[config.mk]
export PLATFORM = sky130hd
export DESIGN_NAME = bump_allocator_exact_free_list
export DESIGN_NICKNAME = d
export VERILOG_FILES = /design/src/hdl/bae_pkg.sv /design/src/hdl/bae_ram.sv /design/src/hdl/bump_allocator_exact_free_list.sv
export SDC_FILE = /design/constraint.sdc
export NUM_CORES = 2
export LEC_CHECK = 0
export BUFFER_PORTS_ARGS = -buffer_cell sky130_fd_sc_hd__buf_4
export CAP_MARGIN = 20
export CELL_PAD_IN_SITES_DETAIL_PLACEMENT = 1
export CELL_PAD_IN_SITES_GLOBAL_PLACEMENT = 2
export CORE_MARGIN = 2
export CORE_UTILIZATION = 46
export DETAILED_ROUTE_END_ITERATION = 7
export HOLD_SLACK_MARGIN = 0.08
export PLACE_DENSITY = 0.87
export SYNTH_ARGS = -nofsm -noshare
export SYNTH_HDL_FRONTEND = slang
export SYNTH_HIERARCHICAL = 1
export SYNTH_SLANG_ARGS = --single-unit
[constraint.sdc]
create_clock -name clock -period 4.8 [get_ports clock]
set_clock_uncertainty 0.1 [all_clocks]
set_input_delay 0.24 -clock clock [delete_from_list [all_inputs] [get_ports clock]]
set_output_delay 0.24 -clock clock [all_outputs]
set_load 0.02 [all_outputs]
[src/hdl/bae_pkg.sv]
// ----------------------------------------------------------------------------
// bae_pkg
// Shared types and constants for the bump allocator with an exact-fit free
// list.
// ----------------------------------------------------------------------------
`default_nettype none

package bae_pkg;

   localparam int unsigned FREE_SLOTS_DEFAULT = 64;
   localparam int unsigned OFFSET_W           = 24;
   localparam int unsigned SIZE_W             = 16;
   localparam int unsigned BUF_W              = 25;
   localparam int unsigned STATUS_W           = 3;

   localparam logic [BUF_W-1:0] BUFFER_BYTES_RESET = BUF_W'(2 * 1024 * 1024);
   localparam logic [BUF_W-1:0] BUFFER_BYTES_CAP   = BUF_W'(16 * 1024 * 1024);

   localparam logic REQ_ALLOC = 1'b0;
   localparam logic REQ_FREE  = 1'b1;

   localparam logic [STATUS_W-1:0] ST_REUSED    = 3'd0;
   localparam logic [STATUS_W-1:0] ST_BUMPED    = 3'd1;
   localparam logic [STATUS_W-1:0] ST_NO_SPACE  = 3'd2;
   localparam logic [STATUS_W-1:0] ST_FREED     = 3'd3;
   localparam logic [STATUS_W-1:0] ST_LIST_FULL = 3'd4;

   typedef struct packed {
      logic                req_type;
      logic [SIZE_W-1:0]   block_size;
      logic [OFFSET_W-1:0] free_offset;
   } req_word_type;

   typedef struct packed {
      logic [STATUS_W-1:0] status;
      logic [OFFSET_W-1:0] alloc_offset;
   } rsp_word_type;

   typedef struct packed {
      logic [OFFSET_W-1:0] offset;
      logic [SIZE_W-1:0]   size;
   } entry_type;

   typedef enum logic [2:0] {
      S_IDLE,
      S_READ,
      S_CHECK,
      S_MOVE_RD,
      S_MOVE_WR,
      S_BUMP,
      S_RESP
   } state_type;

endpackage

`default_nettype wire

[src/hdl/bae_ram.sv]
// ----------------------------------------------------------------------------
// bae_ram
// Simple dual-port RAM with one write port and one registered read port.
// ----------------------------------------------------------------------------
`default_nettype none

module bae_ram #(
   parameter int unsigned WIDTH = 8,
   parameter int unsigned DEPTH = 2,
   parameter int unsigned AW    = (DEPTH > 1) ? $clog2(DEPTH) : 1
) (
   input  wire logic             clock,
   input  wire logic             wr_en,
   input  wire logic [AW-1:0]    wr_addr,
   input  wire logic [WIDTH-1:0] wr_data,
   input  wire logic [AW-1:0]    rd_addr,
   output logic      [WIDTH-1:0] rd_data
);

   logic [WIDTH-1:0] mem_ff [DEPTH];

   always_ff @(posedge clock) begin
      if (wr_en) begin
         mem_ff[wr_addr] <= wr_data;
      end
      rd_data <= mem_ff[rd_addr];
   end

endmodule

`default_nettype wire

[src/hdl/bump_allocator_exact_free_list.sv]
// ----------------------------------------------------------------------------
// bump_allocator_exact_free_list
// Allocates blocks from a free list by exact size match, oldest first, or
// else at a bump pointer; frees append to the free list held in one RAM.
// ----------------------------------------------------------------------------
// A free strobes its result in the cycle after it is accepted; an allocate
// walks the listed entries in order, a read and a check for each, then on a
// hit moves the later entries down, and on a miss tries the bump pointer.
// Throughput: one word at a time; busy stays high through the strobe cycle, and
// a new word is accepted in the next cycle. The receiver cannot stall.
// Reset clears the bump pointer and list count and loads the buffer size.
// ----------------------------------------------------------------------------
`default_nettype none

module bump_allocator_exact_free_list #(
   parameter int unsigned FREE_SLOTS = bae_pkg::FREE_SLOTS_DEFAULT
) (
   input  wire logic                     clock,
   input  wire logic                     reset,
   input  wire logic                     start,
   output logic                          busy,
   input  wire bae_pkg::req_word_type    req_word,
   output logic                          rsp_strobe,
   output bae_pkg::rsp_word_type         rsp_word,
   input  wire logic                     csr_wr_en,
   input  wire logic [bae_pkg::BUF_W-1:0] csr_wr_data
);

   import bae_pkg::*;

   localparam int unsigned AW = (FREE_SLOTS > 1) ? $clog2(FREE_SLOTS) : 1;
   localparam int unsigned CW = $clog2(FREE_SLOTS + 1);
   localparam int unsigned EW = $bits(entry_type);

   state_type             state_ff, state_in;
   logic [CW-1:0]         idx_ff, idx_in;
   logic [CW-1:0]         count_ff, count_in;
   logic [OFFSET_W-1:0]   bump_ff, bump_in;
   logic [BUF_W-1:0]      buffer_ff, buffer_in;
   logic [SIZE_W-1:0]     size_ff, size_in;
   rsp_word_type          rsp_ff, rsp_in;

   logic                  ram_we;
   logic [AW-1:0]         ram_waddr;
   entry_type             ram_wdata;
   logic [AW-1:0]         ram_raddr;
   entry_type             ram_rdata;

   logic [CW-1:0]         nxt_idx;
   logic [CW-1:0]         prv_idx;
   logic                  last;
   logic                  hit;
   logic [BUF_W-1:0]      limit;
   logic [BUF_W-1:0]      bump_end;
   logic                  list_full;

   bae_ram #(
      .WIDTH (EW),
      .DEPTH (FREE_SLOTS),
      .AW    (AW)
   ) u_free_list (
      .clock   (clock),
      .wr_en   (ram_we),
      .wr_addr (ram_waddr),
      .wr_data (ram_wdata),
      .rd_addr (ram_raddr),
      .rd_data (ram_rdata)
   );

   assign nxt_idx   = idx_ff + 1'b1;
   assign prv_idx   = idx_ff - 1'b1;
   assign last      = (nxt_idx >= count_ff);
   assign hit       = (ram_rdata.size == size_ff);
   assign limit     = (buffer_ff > BUFFER_BYTES_CAP) ? BUFFER_BYTES_CAP : buffer_ff;
   assign bump_end  = {1'b0, bump_ff} + {{(BUF_W - SIZE_W){1'b0}}, size_ff};
   assign list_full = ({1'b0, count_ff} >= (CW + 1)'(FREE_SLOTS));

   always_comb begin
      state_in = state_ff;
      case (state_ff)
         S_IDLE: begin
            if (start) begin
               if (req_word.req_type == REQ_FREE) begin
                  state_in = S_RESP;
               end else if (count_ff == '0) begin
                  state_in = S_BUMP;
               end else begin
                  state_in = S_READ;
               end
            end
         end
         S_READ:    state_in = S_CHECK;
         S_CHECK: begin
            if (hit) begin
               state_in = last ? S_RESP : S_MOVE_RD;
            end else begin
               state_in = last ? S_BUMP : S_READ;
            end
         end
         S_MOVE_RD: state_in = S_MOVE_WR;
         S_MOVE_WR: state_in = last ? S_RESP : S_MOVE_RD;
         S_BUMP:    state_in = S_RESP;
         S_RESP:    state_in = S_IDLE;
         default:   state_in = S_IDLE;
      endcase
   end

   always_comb begin
      idx_in    = idx_ff;
      count_in  = count_ff;
      bump_in   = bump_ff;
      size_in   = size_ff;
      rsp_in    = rsp_ff;
      buffer_in = csr_wr_en ? csr_wr_data : buffer_ff;
      ram_we    = 1'b0;
      ram_waddr = idx_ff[AW-1:0];
      ram_wdata = ram_rdata;
      ram_raddr = idx_ff[AW-1:0];
      case (state_ff)
         S_IDLE: begin
            if (start) begin
               size_in = req_word.block_size;
               idx_in  = '0;
               if (req_word.req_type == REQ_FREE) begin
                  if (list_full) begin
                     rsp_in = '{status: ST_LIST_FULL, alloc_offset: '0};
                  end else begin
                     ram_we    = 1'b1;
                     ram_waddr = count_ff[AW-1:0];
                     ram_wdata = '{offset: req_word.free_offset,
                                   size:   req_word.block_size};
                     count_in  = count_ff + 1'b1;
                     rsp_in    = '{status: ST_FREED, alloc_offset: '0};
                  end
               end
            end
         end
         S_CHECK: begin
            idx_in = nxt_idx;
            if (hit) begin
               rsp_in = '{status: ST_REUSED, alloc_offset: ram_rdata.offset};
               if (last) begin
                  count_in = count_ff - 1'b1;
               end
            end
         end
         S_MOVE_WR: begin
            ram_we    = 1'b1;
            ram_waddr = prv_idx[AW-1:0];
            idx_in    = nxt_idx;
            if (last) begin
               count_in = count_ff - 1'b1;
            end
         end
         S_BUMP: begin
            if (bump_end >= limit) begin
               rsp_in = '{status: ST_NO_SPACE, alloc_offset: '0};
            end else begin
               rsp_in  = '{status: ST_BUMPED, alloc_offset: bump_ff};
               bump_in = bump_end[OFFSET_W-1:0];
            end
         end
         default: begin
         end
      endcase
   end

   always_ff @(posedge clock) begin
      if (reset) begin
         state_ff  <= S_IDLE;
         idx_ff    <= '0;
         count_ff  <= '0;
         bump_ff   <= '0;
         buffer_ff <= BUFFER_BYTES_RESET;
      end else begin
         state_ff  <= state_in;
         idx_ff    <= idx_in;
         count_ff  <= count_in;
         bump_ff   <= bump_in;
         buffer_ff <= buffer_in;
      end
      size_ff <= size_in;
      rsp_ff  <= rsp_in;
   end

   assign busy       = (state_ff != S_IDLE);
   assign rsp_strobe = (state_ff == S_RESP);
   assign rsp_word   = rsp_ff;

   a_count_bound: assert property (@(posedge clock) disable iff (reset)
      {1'b0, count_ff} <= (CW + 1)'(FREE_SLOTS))
      else $error("free list count exceeds capacity");

   a_accept_busy: assert property (@(posedge clock) disable iff (reset)
      (start && !busy) |=> busy)
      else $error("accepted word did not raise busy");

   a_write_in_list: assert property (@(posedge clock) disable iff (reset)
      ram_we |-> ({{(CW - AW + 1){1'b0}}, ram_waddr} <= {1'b0, count_ff}))
      else $error("free list write beyond its end");

   a_bump_no_space: assert property (@(posedge clock) disable iff (reset)
      (rsp_strobe && rsp_word.status == ST_NO_SPACE) |-> $stable(bump_ff))
      else $error("bump pointer moved on out of space");

endmodule

`default_nettype wire

==> run summary <==
ratio of cells with drive above 1 in the final layout -> 27.0%
Warnings, synthesis -> 6
wire length reported by the detailed router -> 328,000 microns
PwrDens -> 568 mW/mm^2
DRC marker count from the first detailed-route iteration -> 9,639
number of standard cells after synthesis -> 4,959
floorplan core area -> 0.227 sq mm
ports placed on the boundary -> 99
area growth from synthesis to layout -> 16.2%
Hold Path Sink -> u_free_list/mem_ff[42][21]
endpoints failing hold -> 0
wire length of the first global-routing pass -> 447,000 microns
Port Buf Inserts -> 98
critical path capture point type -> register
Vias -> 57,600
beginning of the worst hold path -> req_word[5]
synthesized area -> 0.105 sq mm
die extent in x -> 482 microns
RSZ-0062 raised after global routing -> true
clock edge transition at the registers on the reported setup and hold paths -> 0.06 ns
Main synth FF type -> edfxtp_1
WHS Path Cells -> 2
Placer Congestion -> 0.842
element type at the critical path start -> register
relative slew slack -> 21.4%
FF-to-FF Start -> size_ff[0]
slowest CP cell -> or4_1
CP Max Fanout -> 7
largest net degree at the start of global routing -> 133
post-detailed-route via-to-cell ratio -> 6.63
worst-margin pin slew -> 1.18 ns
critical setup path kind -> reg -> reg
Die Y -> 482 microns
most frequent cells in the layout -> edfxtp_1 (2,603), mux4_2 (608), clkbuf_16 (289), buf_4 (284), dlygate4sd3_1 (153)
Top Family by Delay on Critical Path -> simple AND/OR/NAND/NOR gates
number of flip-flops and latches in the synthesized netlist -> 2,709
Max H-tree Level -> 5
required arrival time at the worst endpoint -> 5.51 ns
number of antenna violations at the first check in global routing -> 14
sequential-to-total area share from yosys stat -> 76.5%
Inserted Clock Buffers -> 280
Tightest Hold Check Type -> in -> reg
result of the run -> complete, no violations
worst path arrival time -> 5.45 ns
clock tree from TritonCTS -> built
delay of the slowest cell on the worst path -> 0.40 ns
Reg2Reg Depth -> 21
floorplan row count -> 175
Leakage Power -> 37.7 nW
time the final worst path needs with I/O delays and setup -> 4.74 ns
share of flip-flops with an asynchronous set or reset after synthesis -> 0%
Detail Route Antenna Nets -> 0
DRT Pass-1 Iters -> 6
overall track demand over capacity in global routing -> 27.1%
setup-violating endpoint count in the final report -> 0
Reg-to-Reg End -> bump_ff[22]
average instance area after synthesis -> 21.2 sq um
maximum root-to-sink buffer count -> 4
total nets after synthesis -> 5,086
worst path buffer plus inverter count -> 4
maximum resistive drop on vdd -> 0.441 mV
worst skew pair latency -> 0.95 ns
effective utilization at floorplan -> 46.2%
most frequent cell on the critical path -> buf_4
Die Footprint -> 0.232 sq mm
Detailed Place HPWL -> 166,000 microns
post-synth cell types -> 73
count of maximum capacitance violations -> 0
number of slew-limit violations in the final report -> 0
count of flip-flops with a built-in enable after synthesis -> 2,603
Root Driver -> clkbuf_16
final cycle utilization of the critical path -> 98.8%
maximum achievable frequency -> 211 MHz
most common library cell in the layout ignoring fill and taps -> edfxtp_1
Routed WL per cell -> 37.7 microns
crit path cell chain -> ha_2 -> inv_1 -> fa_2 -> nand2b_4 -> a21oi_2 -> o41a_4 -> o2111ai_4 -> and2_4 -> buf_4 -> nor2_1 -> xor2_1 -> ha_1 -> nand4_1 -> nor2_1 -> a22oi_2 -> nand3_2 -> buf_4 -> or2_4 -> buf_4 -> or4_1 -> a21oi_1
Residual DRC -> 0
share of the core filled with cells in the final layout -> 53.7%
grt total ovfl -> 0
via count of the first global-routing pass -> 59,400
number of clock sinks -> 2,709
R2R Setup Slk -> 0.06 ns
Hold WS -> 0.0986 ns
# nets final -> 5,612
-- through the flow --
| step | instance area (sq um) | power [W] | instances | worst slack, ns | setup TNS (ns) |
|---|---|---|---|---|---|
| global placement | 111000 | 0.0460 | 8013 | -0.0817 | -0.243 |
| detailed placement | 111000 | 0.0469 | 8015 | -0.173 | -0.864 |
| CTS | 121000 | 0.0681 | 8626 | 0.00260 | 0 |
| global route | 122000 | 0.0708 | 8685 | -0.155 | -2.56 |
| floorplan | 105000 | 0.0409 | 4959 | 0.260 | 0 |
| finish | 122000 | 0.0693 | 8691 | 0.0585 | 0 |
-- layer usage --
layer,share of wire (%),GRT usage (%),vias to the layer above
met3,11,6.05,959
met5,0.0067,0,-
met2,49,44.0,4734
li1,-,-,21900
met4,6.0,13.9,4
met1,34,34.4,30000
-- where the power goes --
group,switching (W),internal (W),total (W)
logic,0.0105,0.00571,0.0162
clock network,0.00924,0.0121,0.0214
registers,0.000953,0.0307,0.0317
-- logic make-up (layout without fill, tap and decap cells) --
logic type               after synthesis  in the layout  synth area share (%)
flip-flops                          2709           2709                  76.5
AND/OR/NAND/NOR                      447            448                  2.03
other                                  0              7                     0
multiplexers                         839            839                  15.3
XOR/XNOR                              48             48                 0.400
buffers and inverters                305           1020                  1.44
adder cells (fa/ha/maj)               57             57                 0.694
AO/OA/AOI/OAI                        554            554                  3.62
-- synthesized netlist by cell type (all sizes together), types with 11 or more instances --
cell | n | area share, %
edfxtp | 2603 | 74
mux4 | 608 | 13
nor2 | 189 | 0.68
buf | 170 | 0.95
mux2i | 151 | 1.4
o22ai | 149 | 0.89
clkbuf | 111 | 0.40
a21oi | 109 | 0.53
dfxtp | 106 | 2.0
mux2 | 80 | 0.86
nand2 | 77 | 0.28
ha | 55 | 0.66
nor4 | 50 | 0.30
o21ai | 50 | 0.24
o221ai | 42 | 0.35
a22o | 39 | 0.33
a221oi | 37 | 0.31
xor2 | 28 | 0.23
o22a | 26 | 0.22
a22oi | 23 | 0.16
inv | 23 | 0.082
nand3 | 20 | 0.095
nor2b | 20 | 0.12
xnor2 | 20 | 0.17
nand2b | 17 | 0.10
a211oi | 16 | 0.11
a21o | 15 | 0.11
nand4 | 14 | 0.083
nor3 | 12 | 0.057
and3 | 11 | 0.066
o21a | 11 | 0.079
-- area by class of cell --
| cell class | instances | area (sq um) |
|---|---|---|
| tap | 3009 | 3760 |
| inverter | 24 | 90.1 |
| fill | 19600 | 105000 |
| clock inverter | 113 | 1050 |
| timing repair buffer | 524 | 5410 |
| multi-input combinational | 1946 | 23800 |
| sequential | 2709 | 80300 |
| antenna | 7 | 17.5 |
| clock buffer | 359 | 7540 |
-- registers in the layout, indices dropped and copies added (netlist names) --
signal / cells
bump_ff: 24
idx_ff: 7
count_ff: 7
buffer_ff: 25
state_ff: 3
u_free_list/rd_data: 40
rsp_word: 27
u_free_list/mem_ff: 2560
size_ff: 16
-- worst max-delay path by stage --
stage                           start                         to  slack [ns]  cells after the start
after floorplan           state_ff[0]  u_free_list/mem_ff[39][0]        0.26                      9
after global placement     size_ff[0]                 bump_ff[4]       -0.08                     19
after detailed placement   size_ff[0]                 bump_ff[3]       -0.17                     19
after CTS                  size_ff[0]                bump_ff[22]       0.003                     20
after global routing       size_ff[0]                bump_ff[22]       -0.15                     21
final                      size_ff[0]                bump_ff[22]        0.06                     21
-- timing repair --
action                                 4_1_cts  5_1_grt
hold buffers                               136       17
setup endpoints to repair                   41       49
pin swaps                                    4        8
endpoints found under the hold margin      178      258
cloned                                       1        0
setup buffers                                2        9
resized for setup                            6       11
No activity file was read; power rests on OpenSTA's default activity.
